<file path="src/rtl/core/kmeq_pkg.sv">
// ----------------------------------------------------------------------------
// kmeq_pkg
// Shared types, constants and the key map for the key matrix edge queue.
// ----------------------------------------------------------------------------
`timescale 1ns / 1ps
`default_nettype none

package kmeq_pkg;

  localparam int QUEUE_DEPTH = 16;
  localparam int PTR_W       = (QUEUE_DEPTH > 1) ? $clog2(QUEUE_DEPTH) : 1;
  // wide enough for the depth itself and for the 4-bit reported count
  localparam int CNT_W       = (PTR_W + 1 > 4) ? PTR_W + 1 : 4;

  localparam int ROW_W   = 3;
  localparam int BITS_W  = 5;
  localparam int COL_W   = 3;
  localparam int CODE_W  = 7;
  localparam int COUNT_W = 4;
  localparam int DROP_W  = 3;

  localparam logic [BITS_W-1:0] ROW_RELEASED = 5'h1F;
  localparam logic [CODE_W-1:0] KEY_NONE     = 7'h00;
  localparam logic [CODE_W-1:0] KEY_BS       = 7'h08;
  localparam logic [CODE_W-1:0] KEY_CR       = 7'h0D;
  localparam logic [ROW_W-1:0]  CAPS_ROW     = 3'd4;
  localparam logic [COL_W-1:0]  CAPS_COL     = 3'd0;
  localparam logic [COL_W-1:0]  LAST_COL     = 3'd4;

  localparam logic FUNC_SCAN = 1'b0;
  localparam logic FUNC_POP  = 1'b1;

  typedef struct packed {
    logic              push;
    logic              pop;
    logic [CODE_W-1:0] wdata;
  } ring_cmd_t;

  typedef struct packed {
    logic               empty;
    logic               full;
    logic [COUNT_W-1:0] count;
    logic [CODE_W-1:0]  rdata;
  } ring_stat_t;

  function automatic logic [CODE_W-1:0] key_map(input logic [ROW_W-1:0] row,
                                                input logic [COL_W-1:0] col);
    logic [CODE_W-1:0] code;
    code = KEY_NONE;
    case ({row, col})
      6'o01:   code = 7'h5A; // Z
      6'o02:   code = 7'h58; // X
      6'o03:   code = 7'h43; // C
      6'o04:   code = 7'h56; // V
      6'o10:   code = 7'h41; // A
      6'o11:   code = 7'h53; // S
      6'o12:   code = 7'h44; // D
      6'o13:   code = 7'h46; // F
      6'o14:   code = 7'h47; // G
      6'o20:   code = 7'h51; // Q
      6'o21:   code = 7'h57; // W
      6'o22:   code = 7'h45; // E
      6'o23:   code = 7'h52; // R
      6'o24:   code = 7'h54; // T
      6'o50:   code = 7'h50; // P
      6'o51:   code = 7'h4F; // O
      6'o52:   code = 7'h49; // I
      6'o53:   code = 7'h55; // U
      6'o54:   code = 7'h59; // Y
      6'o60:   code = KEY_CR;
      6'o61:   code = 7'h4C; // L
      6'o62:   code = 7'h4B; // K
      6'o63:   code = 7'h4A; // J
      6'o64:   code = 7'h48; // H
      6'o70:   code = 7'h20; // space
      6'o72:   code = 7'h4D; // M
      6'o73:   code = 7'h4E; // N
      6'o74:   code = 7'h42; // B
      default: code = KEY_NONE;
    endcase
    return code;
  endfunction

endpackage

`default_nettype wire

</file>
<file path="src/rtl/core/kmeq_ram.sv">
// ----------------------------------------------------------------------------
// kmeq_ram
// Generic single-write, single-read RAM with registered read data.
// ----------------------------------------------------------------------------
`timescale 1ns / 1ps
`default_nettype none

module kmeq_ram #(
  parameter int WIDTH = 8,
  parameter int DEPTH = 16,
  parameter int ADDR_W = (DEPTH > 1) ? $clog2(DEPTH) : 1
) (
  input  wire logic              clk,
  input  wire logic              we,
  input  wire logic [ADDR_W-1:0] waddr,
  input  wire logic [WIDTH-1:0]  wdata,
  input  wire logic [ADDR_W-1:0] raddr,
  output logic      [WIDTH-1:0]  rdata
);

  logic [WIDTH-1:0] mem [DEPTH];

  always_ff @(posedge clk) begin
    if (we) begin
      mem[waddr] <= wdata;
    end
    rdata <= mem[raddr];
  end

endmodule

`default_nettype wire

</file>
<file path="src/rtl/core/kmeq_ring.sv">
// ----------------------------------------------------------------------------
// kmeq_ring
// Key ring: read and write pointers, full and empty compare, fill count,
// and the key store RAM.
// ----------------------------------------------------------------------------
`timescale 1ns / 1ps
`default_nettype none

module kmeq_ring (
  input  wire logic                 clk,
  input  wire logic                 rst_n,
  input  wire kmeq_pkg::ring_cmd_t  cmd,
  output kmeq_pkg::ring_stat_t      stat
);

  logic [kmeq_pkg::PTR_W-1:0] rd_ptr_r, rd_ptr_nxt;
  logic [kmeq_pkg::PTR_W-1:0] wr_ptr_r, wr_ptr_nxt;
  logic [kmeq_pkg::PTR_W-1:0] wr_ptr_inc, rd_ptr_inc;
  logic [kmeq_pkg::PTR_W:0]   wr_sum, rd_sum;
  logic [kmeq_pkg::CNT_W-1:0] fill;
  logic [kmeq_pkg::CODE_W-1:0] rdata;

  // pointer increment with wrap at the ring depth
  assign wr_sum = (kmeq_pkg::PTR_W+1)'(wr_ptr_r) + (kmeq_pkg::PTR_W+1)'(1);
  assign rd_sum = (kmeq_pkg::PTR_W+1)'(rd_ptr_r) + (kmeq_pkg::PTR_W+1)'(1);
  assign wr_ptr_inc = (wr_sum == (kmeq_pkg::PTR_W+1)'(kmeq_pkg::QUEUE_DEPTH)) ?
                      '0 : wr_sum[kmeq_pkg::PTR_W-1:0];
  assign rd_ptr_inc = (rd_sum == (kmeq_pkg::PTR_W+1)'(kmeq_pkg::QUEUE_DEPTH)) ?
                      '0 : rd_sum[kmeq_pkg::PTR_W-1:0];

  assign wr_ptr_nxt = cmd.push ? wr_ptr_inc : wr_ptr_r;
  assign rd_ptr_nxt = cmd.pop  ? rd_ptr_inc : rd_ptr_r;

  always_ff @(posedge clk) begin
    if (!rst_n) begin
      rd_ptr_r <= '0;
      wr_ptr_r <= '0;
    end else begin
      rd_ptr_r <= rd_ptr_nxt;
      wr_ptr_r <= wr_ptr_nxt;
    end
  end

  assign fill = kmeq_pkg::CNT_W'(wr_ptr_r) - kmeq_pkg::CNT_W'(rd_ptr_r) +
                ((wr_ptr_r < rd_ptr_r) ? kmeq_pkg::CNT_W'(kmeq_pkg::QUEUE_DEPTH) :
                                         kmeq_pkg::CNT_W'(0));

  // read port follows the read pointer; the read data is registered
  kmeq_ram #(
    .WIDTH (kmeq_pkg::CODE_W),
    .DEPTH (kmeq_pkg::QUEUE_DEPTH),
    .ADDR_W(kmeq_pkg::PTR_W)
  ) u_store (
    .clk  (clk),
    .we   (cmd.push),
    .waddr(wr_ptr_r),
    .wdata(cmd.wdata),
    .raddr(rd_ptr_r),
    .rdata(rdata)
  );

  always_comb begin
    stat.empty = (rd_ptr_r == wr_ptr_r);
    stat.full  = (wr_ptr_inc == rd_ptr_r);
    stat.count = fill[kmeq_pkg::COUNT_W-1:0];
    stat.rdata = rdata;
  end

endmodule

`default_nettype wire

</file>
<file path="src/rtl/core/key_matrix_edge_queue_core.sv">
// ----------------------------------------------------------------------------
// key_matrix_edge_queue_core
// Keyboard half-row scanner with press-edge detection and a key ring.
// ----------------------------------------------------------------------------
// scan: ST_SCAN steps columns 0 to 4, then ST_DONE strobes the result;
//   the key map and ring compare handle one key bit per cycle over 5 bits
// pop: ST_POP, then ST_DONE strobes (ST_DONE directly when the ring is empty);
//   ST_POP covers the registered read of the key store
// reset (rst_n low, synchronous): idle, all rows released, ring empty;
//   the key store itself is not cleared; results are never held off
// ----------------------------------------------------------------------------
`timescale 1ns / 1ps
`default_nettype none

module key_matrix_edge_queue_core (
  input  wire logic                          clk,
  input  wire logic                          rst_n,
  input  wire logic                          start,
  output logic                               busy,
  input  wire logic                          in_func,
  input  wire logic [kmeq_pkg::ROW_W-1:0]    in_row_index,
  input  wire logic [kmeq_pkg::BITS_W-1:0]   in_row_bits,
  input  wire logic                          in_caps_bit,
  output logic                               out_valid,
  output logic                               out_key_valid,
  output logic      [kmeq_pkg::CODE_W-1:0]   out_key_code,
  output logic      [kmeq_pkg::COUNT_W-1:0]  out_queue_count,
  output logic      [kmeq_pkg::DROP_W-1:0]   out_keys_dropped
);

  typedef enum logic [1:0] {
    ST_IDLE,
    ST_SCAN,
    ST_POP,
    ST_DONE
  } state_t;

  state_t                         state_r;
  logic [kmeq_pkg::BITS_W-1:0]    last_rows_r [8];
  logic [kmeq_pkg::BITS_W-1:0]    edges_r;
  logic [kmeq_pkg::ROW_W-1:0]     row_r;
  logic [kmeq_pkg::COL_W-1:0]     col_r;
  logic                           caps_r;
  logic                           key_valid_r;
  logic [kmeq_pkg::CODE_W-1:0]    key_code_r;
  logic [kmeq_pkg::DROP_W-1:0]    dropped_r;

  logic [kmeq_pkg::CODE_W-1:0]    key;
  logic                           key_new;
  kmeq_pkg::ring_cmd_t            ring_cmd;
  kmeq_pkg::ring_stat_t           ring_stat;
  logic                           accept;

  assign accept = start && (state_r == ST_IDLE);

  // one key bit per cycle through the map
  always_comb begin
    key = kmeq_pkg::key_map(row_r, col_r);
    if (row_r == kmeq_pkg::CAPS_ROW && col_r == kmeq_pkg::CAPS_COL && !caps_r) begin
      key = kmeq_pkg::KEY_BS;
    end
    key_new = (state_r == ST_SCAN) && edges_r[col_r] && (key != kmeq_pkg::KEY_NONE);
  end

  always_comb begin
    ring_cmd.push  = key_new && !ring_stat.full;
    ring_cmd.pop   = (state_r == ST_POP);
    ring_cmd.wdata = key;
  end

  kmeq_ring u_ring (
    .clk  (clk),
    .rst_n(rst_n),
    .cmd  (ring_cmd),
    .stat (ring_stat)
  );

  always_ff @(posedge clk) begin
    if (!rst_n) begin
      state_r <= ST_IDLE;
      for (int i = 0; i < 8; i++) begin
        last_rows_r[i] <= kmeq_pkg::ROW_RELEASED;
      end
    end else begin
      case (state_r)
        ST_IDLE: begin
          if (accept) begin
            row_r       <= in_row_index;
            caps_r      <= in_caps_bit;
            col_r       <= '0;
            key_valid_r <= 1'b0;
            key_code_r  <= kmeq_pkg::KEY_NONE;
            dropped_r   <= '0;
            if (in_func == kmeq_pkg::FUNC_SCAN) begin
              edges_r                   <= last_rows_r[in_row_index] & ~in_row_bits;
              last_rows_r[in_row_index] <= in_row_bits;
              state_r                   <= ST_SCAN;
            end else if (ring_stat.empty) begin
              state_r <= ST_DONE;
            end else begin
              state_r <= ST_POP;
            end
          end
        end
        ST_SCAN: begin
          if (key_new && ring_stat.full) begin
            dropped_r <= dropped_r + kmeq_pkg::DROP_W'(1);
          end
          col_r <= col_r + kmeq_pkg::COL_W'(1);
          if (col_r == kmeq_pkg::LAST_COL) begin
            state_r <= ST_DONE;
          end
        end
        ST_POP: begin
          key_valid_r <= 1'b1;
          key_code_r  <= ring_stat.rdata;
          state_r     <= ST_DONE;
        end
        ST_DONE: begin
          state_r <= ST_IDLE;
        end
        default: begin
          state_r <= ST_IDLE;
        end
      endcase
    end
  end

  assign busy             = (state_r != ST_IDLE);
  assign out_valid        = (state_r == ST_DONE);
  assign out_key_valid    = key_valid_r;
  assign out_key_code     = key_code_r;
  assign out_queue_count  = ring_stat.count;
  assign out_keys_dropped = dropped_r;

endmodule

`default_nettype wire

</file>
<file path="config.mk">
export PLATFORM = sky130hd
export DESIGN_NAME = key_matrix_edge_queue_core
export DESIGN_NICKNAME = d
export VERILOG_FILES = /design/src/rtl/core/kmeq_pkg.sv /design/src/rtl/core/kmeq_ram.sv /design/src/rtl/core/kmeq_ring.sv /design/src/rtl/core/key_matrix_edge_queue_core.sv
export SDC_FILE = /design/constraint.sdc
export NUM_CORES = 1
export LEC_CHECK = 0
export BUFFER_PORTS_ARGS = -buffer_cell sky130_fd_sc_hd__buf_2
export CAP_MARGIN = 0
export CORE_MARGIN = 2
export CORE_UTILIZATION = 58
export CTS_BUF_LIST = sky130_fd_sc_hd__clkbuf_4 sky130_fd_sc_hd__clkbuf_8
export CTS_CLUSTER_DIAMETER = 30
export CTS_CLUSTER_SIZE = 10
export DETAILED_ROUTE_END_ITERATION = 10
export GPL_ROUTABILITY_DRIVEN = 1
export PLACE_DENSITY_LB_ADDON = 0.15
export REMOVE_ABC_BUFFERS = 1
export SETUP_SLACK_MARGIN = 0.5
export SLEW_MARGIN = 20
export SYNTH_ARGS = -nofsm -noshare
export SYNTH_HDL_FRONTEND = slang
export SYNTH_SLANG_ARGS = --single-unit
</file>
<file path="constraint.sdc">
create_clock -name clk -period 3.28 [get_ports clk]
set_input_delay 0.328 -clock clk [delete_from_list [all_inputs] [get_ports clk]]
set_output_delay 0.328 -clock clk [all_outputs]
set_load 0.005 [all_outputs]
</file>
After elaboration in Yosys (flattened, before gate mapping). Memory sizes are Yosys's and may differ from the RTL's. A register that Yosys moved wholly into a read port is not among the register bits. Cells that the tools add are included.

Add/sub/neg operators: 6. Multiply operators: 0. Div/mod/pow operators: 0. Order comparisons: 1. Eq/ne operators: 12. Shift operators: 0. Mux-type cells: 29. Bitwise logic cells: 3. Reductions and logical operators: 22.

Operators by type and width (number): $mux W7 (2); $pmux W7 S2 (1); $mux W1 (12); $pmux W3 S2 (2); $add A4 B1 Y5 const B (2); $eq A5 B5 Y1 const B (2); $mux W3 (3); $reduce_and A3 Y1 (3); $eq A4 B4 Y1 (2); $mux W4 (2); $pmux W2 S4 (1); $reduce_and A4 Y1 (2); $logic_and A1 B1 Y1 (7); $reduce_bool A7 Y1 (1); $add A3 B1 Y3 const B (2); $eq A3 B3 Y1 const B (2); $mux W2 (3); $reduce_bool A2 Y1 (3); $and A5 B5 Y5 (1); $mux W5 (1); $not A5 Y5 (1); $reduce_or A5 Y1 (1); $add A4 B4 Y4 const B (1); $eq A2 B2 Y1 const B (2); 12 further kinds (14).

Register bits: 33. Bits in latches: 0. Bits in writable memories: 152. Bits in read-only memories: 448. Input bits: 13. Output and inout bits: 17. Memories kept: 3.

Memory list: (no name shown) (depth 64, width 7, rd ports 1, clocked after memory_dff 0, wr ports 0, line kmeq_pkg.sv:50) `case ({row, col})`; u_ring.u_store.mem (depth 16, width 7, rd ports 1, clocked after memory_dff 1, wr ports 1, line kmeq_ram.sv:21) `logic [WIDTH-1:0] mem [DEPTH];`; last_rows_r (depth 8, width 5, rd ports 1, clocked after memory_dff 0, wr ports 8, line key_matrix_edge_queue_core.sv:39) `logic [kmeq_pkg::BITS_W-1:0] last_rows_r [8];`.

Depth between registers and ports, before layout.
Word-level depth: 9. Gate-level depth with buffers: 12. Depth with buffers taken out: 9.

By module. From an unflattened synthesis, not the netlist that was laid out.

Cell total of the unflattened synthesis: 546. Area total of the unflattened synthesis: 8573.2 µm².

By module, submodules not included: kmeq_ram (instances 1, cells an instance 203, area an instance 4530.6 µm²); key_matrix_edge_queue_core (instances 1, cells an instance 288, area an instance 3514.6 µm²); kmeq_ring (instances 1, cells an instance 55, area an instance 528.0 µm²).

Least setup slack after synthesis. No wires, ideal clock.

Path type: register to register. Start: reg col_r[0] (netlist bit). End: mem u_ring.u_store.mem[3][0] (netlist bit) (enable). Setup time: 0.380 ns. Data arrival time: 2.709 ns. Data required time: 2.900 ns. Path slack: 0.191 ns. Cell stages (with the launch flop): 12. Buffers on the path: 2. Path through: edfxtp_1 > buf_2 > inv_1 > ha_1 > and2_1 > o21ai_1 > a311o_1 > o221ai_2 > o31a_1 > buf_6 > nand2_1 > nor3_1.

Cells in the longest elaborated chain, start to end: 9. Elaborated cells on any way between the ends: 13. Classes of those cells: 5 x mux; 7 x reduce/logical; 1 x memory.

Ends and longest elaborated chain: start: declaration (line key_matrix_edge_queue_core.sv:42) `logic [kmeq_pkg::COL_W-1:0] col_r;`; start signal: assignment (line key_matrix_edge_queue_core.sv:109) `col_r <= col_r + kmeq_pkg::COL_W'(1);`; parallel branches: the longest is 5 deep, another holds $mem_v2 Z64 W7; $logic_and A1 B1 Y1 * (line key_matrix_edge_queue_core.sv:62) `key_new = (state_r == ST_SCAN) && edges_r[col_r] && (key != kmeq_pkg::KEY_NONE);`; $logic_and A1 B1 Y1 * (line key_matrix_edge_queue_core.sv:66) `ring_cmd.push = key_new && !ring_stat.full;`; $mux W1 * (line kmeq_ram.sv:24) `if (we) begin`; $mux W1 (implied by the code) * (line kmeq_ram.sv:25) `mem[waddr] <= wdata;`; end: declaration (line kmeq_ram.sv:21).

Mark *: on every way between the ends. The select of a mux whose other input is x is not followed.

Final worst setup path.
Start: reg col_r[0] (netlist bit). End: mem u_ring.u_store.mem[3][2] (netlist bit) (enable).

Same word-level chain as after synthesis.

==> metrics.md <==
| Metric | Value |
|---|---|
| Number of port buffers | `29` |
| Vias per cell | `slightly above 6` |
| GP Congestion | `0.905` |
| Critical Path Most Common Cell | `buf_4` |
| Post-route DRC | `0` |
| Pwr per Cell Area | `616 nW/µm²` |
| Crit-path max FO | `17` |
| Slew HR | `0.484` |
| Fin Clk Skew | `11.5 ps` |
| Fillers | `between 1000 and 1500` |
| RSZ-0062 raised after global routing | `yes` |
| Top-Level Pins | `30` |
| Max H-tree Level | `4` |
| Setup ws final | `a little under 600 ps` |
| Placement Cell Area | `9010 µm²` |
| Die area | `between 15000 and 20000 µm²` |
| Layout Cell Area excl Fill | `between 9000 and 10000 µm²` |
| Share of cells above drive strength 1 | `0.287` |
| Slowest-stage cell, CP | `edfxtp_1` |
| CTS tree | `built` |
| Max Freq | `about 0.37 GHz` |
| First-pass GRT wire length | `27500 µm` |
| Sequential cell area | `~5600 µm²` |
| Clk buf depth | `2` |
| Seq cells post-synth | `roughly 190` |
| Primary FF master, synth | `edfxtp_1` |
| Max incr delay on CP | `410 ps` |
| Hpwl dp | `11700 µm` |
| Clk sinks | `192` |
| Async set-reset flop share out of synthesis | `0` |
| GRT overflow | `0` |
| Die width | `between 100 and 150 µm` |
| Max cap viols | `0` |
| WL/cell | `22.0 µm` |
| Num CTS Buffers | `17` |
| Req. time, crit path | `about 3500 ps` |
| Kind of critical path | `flip-flop to flip-flop` |
| Outcome | `complete, no violations` |
| Vias | `between 4000 and 5000` |
| Mapped Area | `around 8700 µm²` |
| Count of nets left with antenna violations after detail routing | `0` |
| TritonRoute pass-1 iters | `5` |
| Root Buffer | `clkbuf_8` |
| Cells after Synth | `roughly 560` |
| Library cells used by synthesis | `63` |
| Final clock period utilization by the worst path | `0.823` |
| Gr usage total | `0.232` |
| Seq/Total Area, Yosys | `0.644` |
| Latest clock arrival within the worst-skew pair | `between 400 and 500 ps` |
| Initial antenna violation count | `0` |
| Setup-failing EPs final | `0` |
| Hold WS | `~44 ps` |
| Leakage | `3.17 nW` |
| Critical path, cell by cell | `buf_4, ha_1, nor3b_1, o21ai_0, o2111a_1, o221ai_2, o31a_1, buf_6, nand2_1, nor3_1, buf_4` |
| Min-delay worst type | `primary input to flip-flop` |
| Worst vdd ir | `around 380 µV` |
| Setup WS pre-CTS | `~350 ps` |
| Syn. warnings | `0` |
| Vias in the first global route | `4833` |
| Most frequent cells in the layout | `edfxtp_1 (175), mux4_2 (41), buf_4 (30), buf_2 (29), nor2_1 (27)` |
| Hold_buf cts | `0` |
| Worst-Margin Slew | `774 ps` |
| Number of synthesized flops with an enable pin | `about 180` |
| Total Wirelength | `17700 µm` |
| DRT iter0 DRCs | `slightly above 500` |
| Core Box Area | `roughly 15000 µm²` |
| Reg clk slew, reported paths | `approximately 90 ps` |
| Final Net Count | `roughly 640` |
| Post-layout min period | `around 2700 ps` |
| N_diodes | `0` |
| Total power | `5.86 mW` |
| Rows | `44` |
| Avg Cell Area, Syn | `about 15 µm²` |
| Die H | `approximately 130 µm` |
| Fin util | `0.653` |
| CP Capture Type | `flip-flop` |
| CP Launch Type | `flip-flop` |
| Most common cell after layout, fill and taps aside | `edfxtp_1` |
| Initial Util | `0.595` |
| Crit path DAT | `approximately 2900 ps` |
| Pin count of the biggest net entering global routing | `32` |
| Hold Fails Final Rpt | `0` |
| Area growth, synth to finish | `9.64%` |
| Max Slew Vio Count | `0` |
| Multi-input logic area | `between 2000 and 3000 µm²` |
-- what timing repair did --
item | in CTS | in global routing
endpoints found under the setup margin | 115 | 117
hold endpoints to repair | 0 | 0
setup buffers | 1 | 11
pin swaps | 0 | 1
gates resized for setup | 8 | 7
-- registers in the layout (all words and copies together) (netlist names) --
name,flops
caps_r,1
col_r,3
edges_r,5
last_rows_r,40
out_key_code,7
out_key_valid,1
out_keys_dropped,3
row_r,3
state_r,2
u_ring.rd_ptr_r,4
u_ring.u_store.mem,112
u_ring.u_store.rdata,7
u_ring.wr_ptr_r,4
-- critical path, delay by kind of cell, from the launching register on --
kind                     cells  cell delay (ps)
AND/OR/NAND/NOR              3              280
buffers and inverters        3              550
AO/OA/AOI/OAI                4              960
flip-flops                   1              410
adder cells (fa/ha/maj)      1              240
-- worst paths after layout --
check	startpoint	endpoint	slack, ps	depth (start not counted)
worst max register to register	col_r[0]	u_ring.u_store.mem[3][2]	580	11
worst min register to register	state_r[0]	state_r[0]	520	2
worst max-delay path	col_r[0]	u_ring.u_store.mem[3][2]	580	11
worst min-delay path	in_caps_bit	caps_r	40	1
-- report_power, final --
part           switching (mW)  leakage [nW]  internal (mW)
clock network           0.796         0.186          0.641
logic                   0.777          1.34          0.658
registers              0.0923          1.65           2.90
total                    1.67          3.17           4.20
-- cell usage after synthesis, types with 3 or more instances --
cell type	instances	area (µm²)
edfxtp_1	175	5260
mux4_2	41	923
nor2_1	27	101
nand2b_1	26	163
nand2_1	24	90.1
or2_2	21	131
ha_1	20	250
and3_1	17	106
clkbuf_1	17	63.8
dfxtp_1	17	340
inv_1	16	60.1
and2_1	14	87.6
a21oi_1	12	60.1
buf_2	11	55.1
xnor2_1	10	87.6
mux2i_1	9	90.1
nor2b_1	9	56.3
o21ai_0	9	45.0
or3_1	8	50.1
nand3_1	6	30.0
nor3_1	5	25.0
a22oi_1	4	30.0
buf_4	4	30.0
nor3b_1	4	30.0
xor2_1	4	35.0
and3b_1	3	26.3
mux2_2	3	33.8
-- final cells by class --
cell class              count  share of cell area
inverters                  18             0.00710
flip-flops and latches    192               0.588
clock inverters            11              0.0114
clock buffers              21              0.0277
repair buffers             61              0.0422
well taps                 184              0.0242
multi-input cells         317               0.300
-- cells by family after synthesis --
group | count (synthesis) | share of synthesized area
AO/OA/AOI/OAI | 55 | 0.0471
XOR/XNOR | 14 | 0.0141
adder cells (fa/ha/maj) | 21 | 0.0311
buffers and inverters | 54 | 0.0310
flip-flops | 192 | 0.644
multiplexers | 53 | 0.121
AND/OR/NAND/NOR | 174 | 0.112
-- routing by layer --
metal	share of wire	vias to the layer above	global-route usage	wire length [µm]
li1	-	2224	-	-
met1	0.43	2474	0.336	7650
met2	0.48	205	0.364	8520
met3	0.071	23	0.0430	1250
met4	0.017	0	0.0724	300
met5	0	-	0	0
-- stage by stage --
step	cells	TNS [ps]
after global routing	804	0
after CTS	793	0
after floorplan	527	-801
after detailed placement	760	0
final	804	0
after global placement	760	0
No activity file was read; power rests on OpenSTA's default activity.
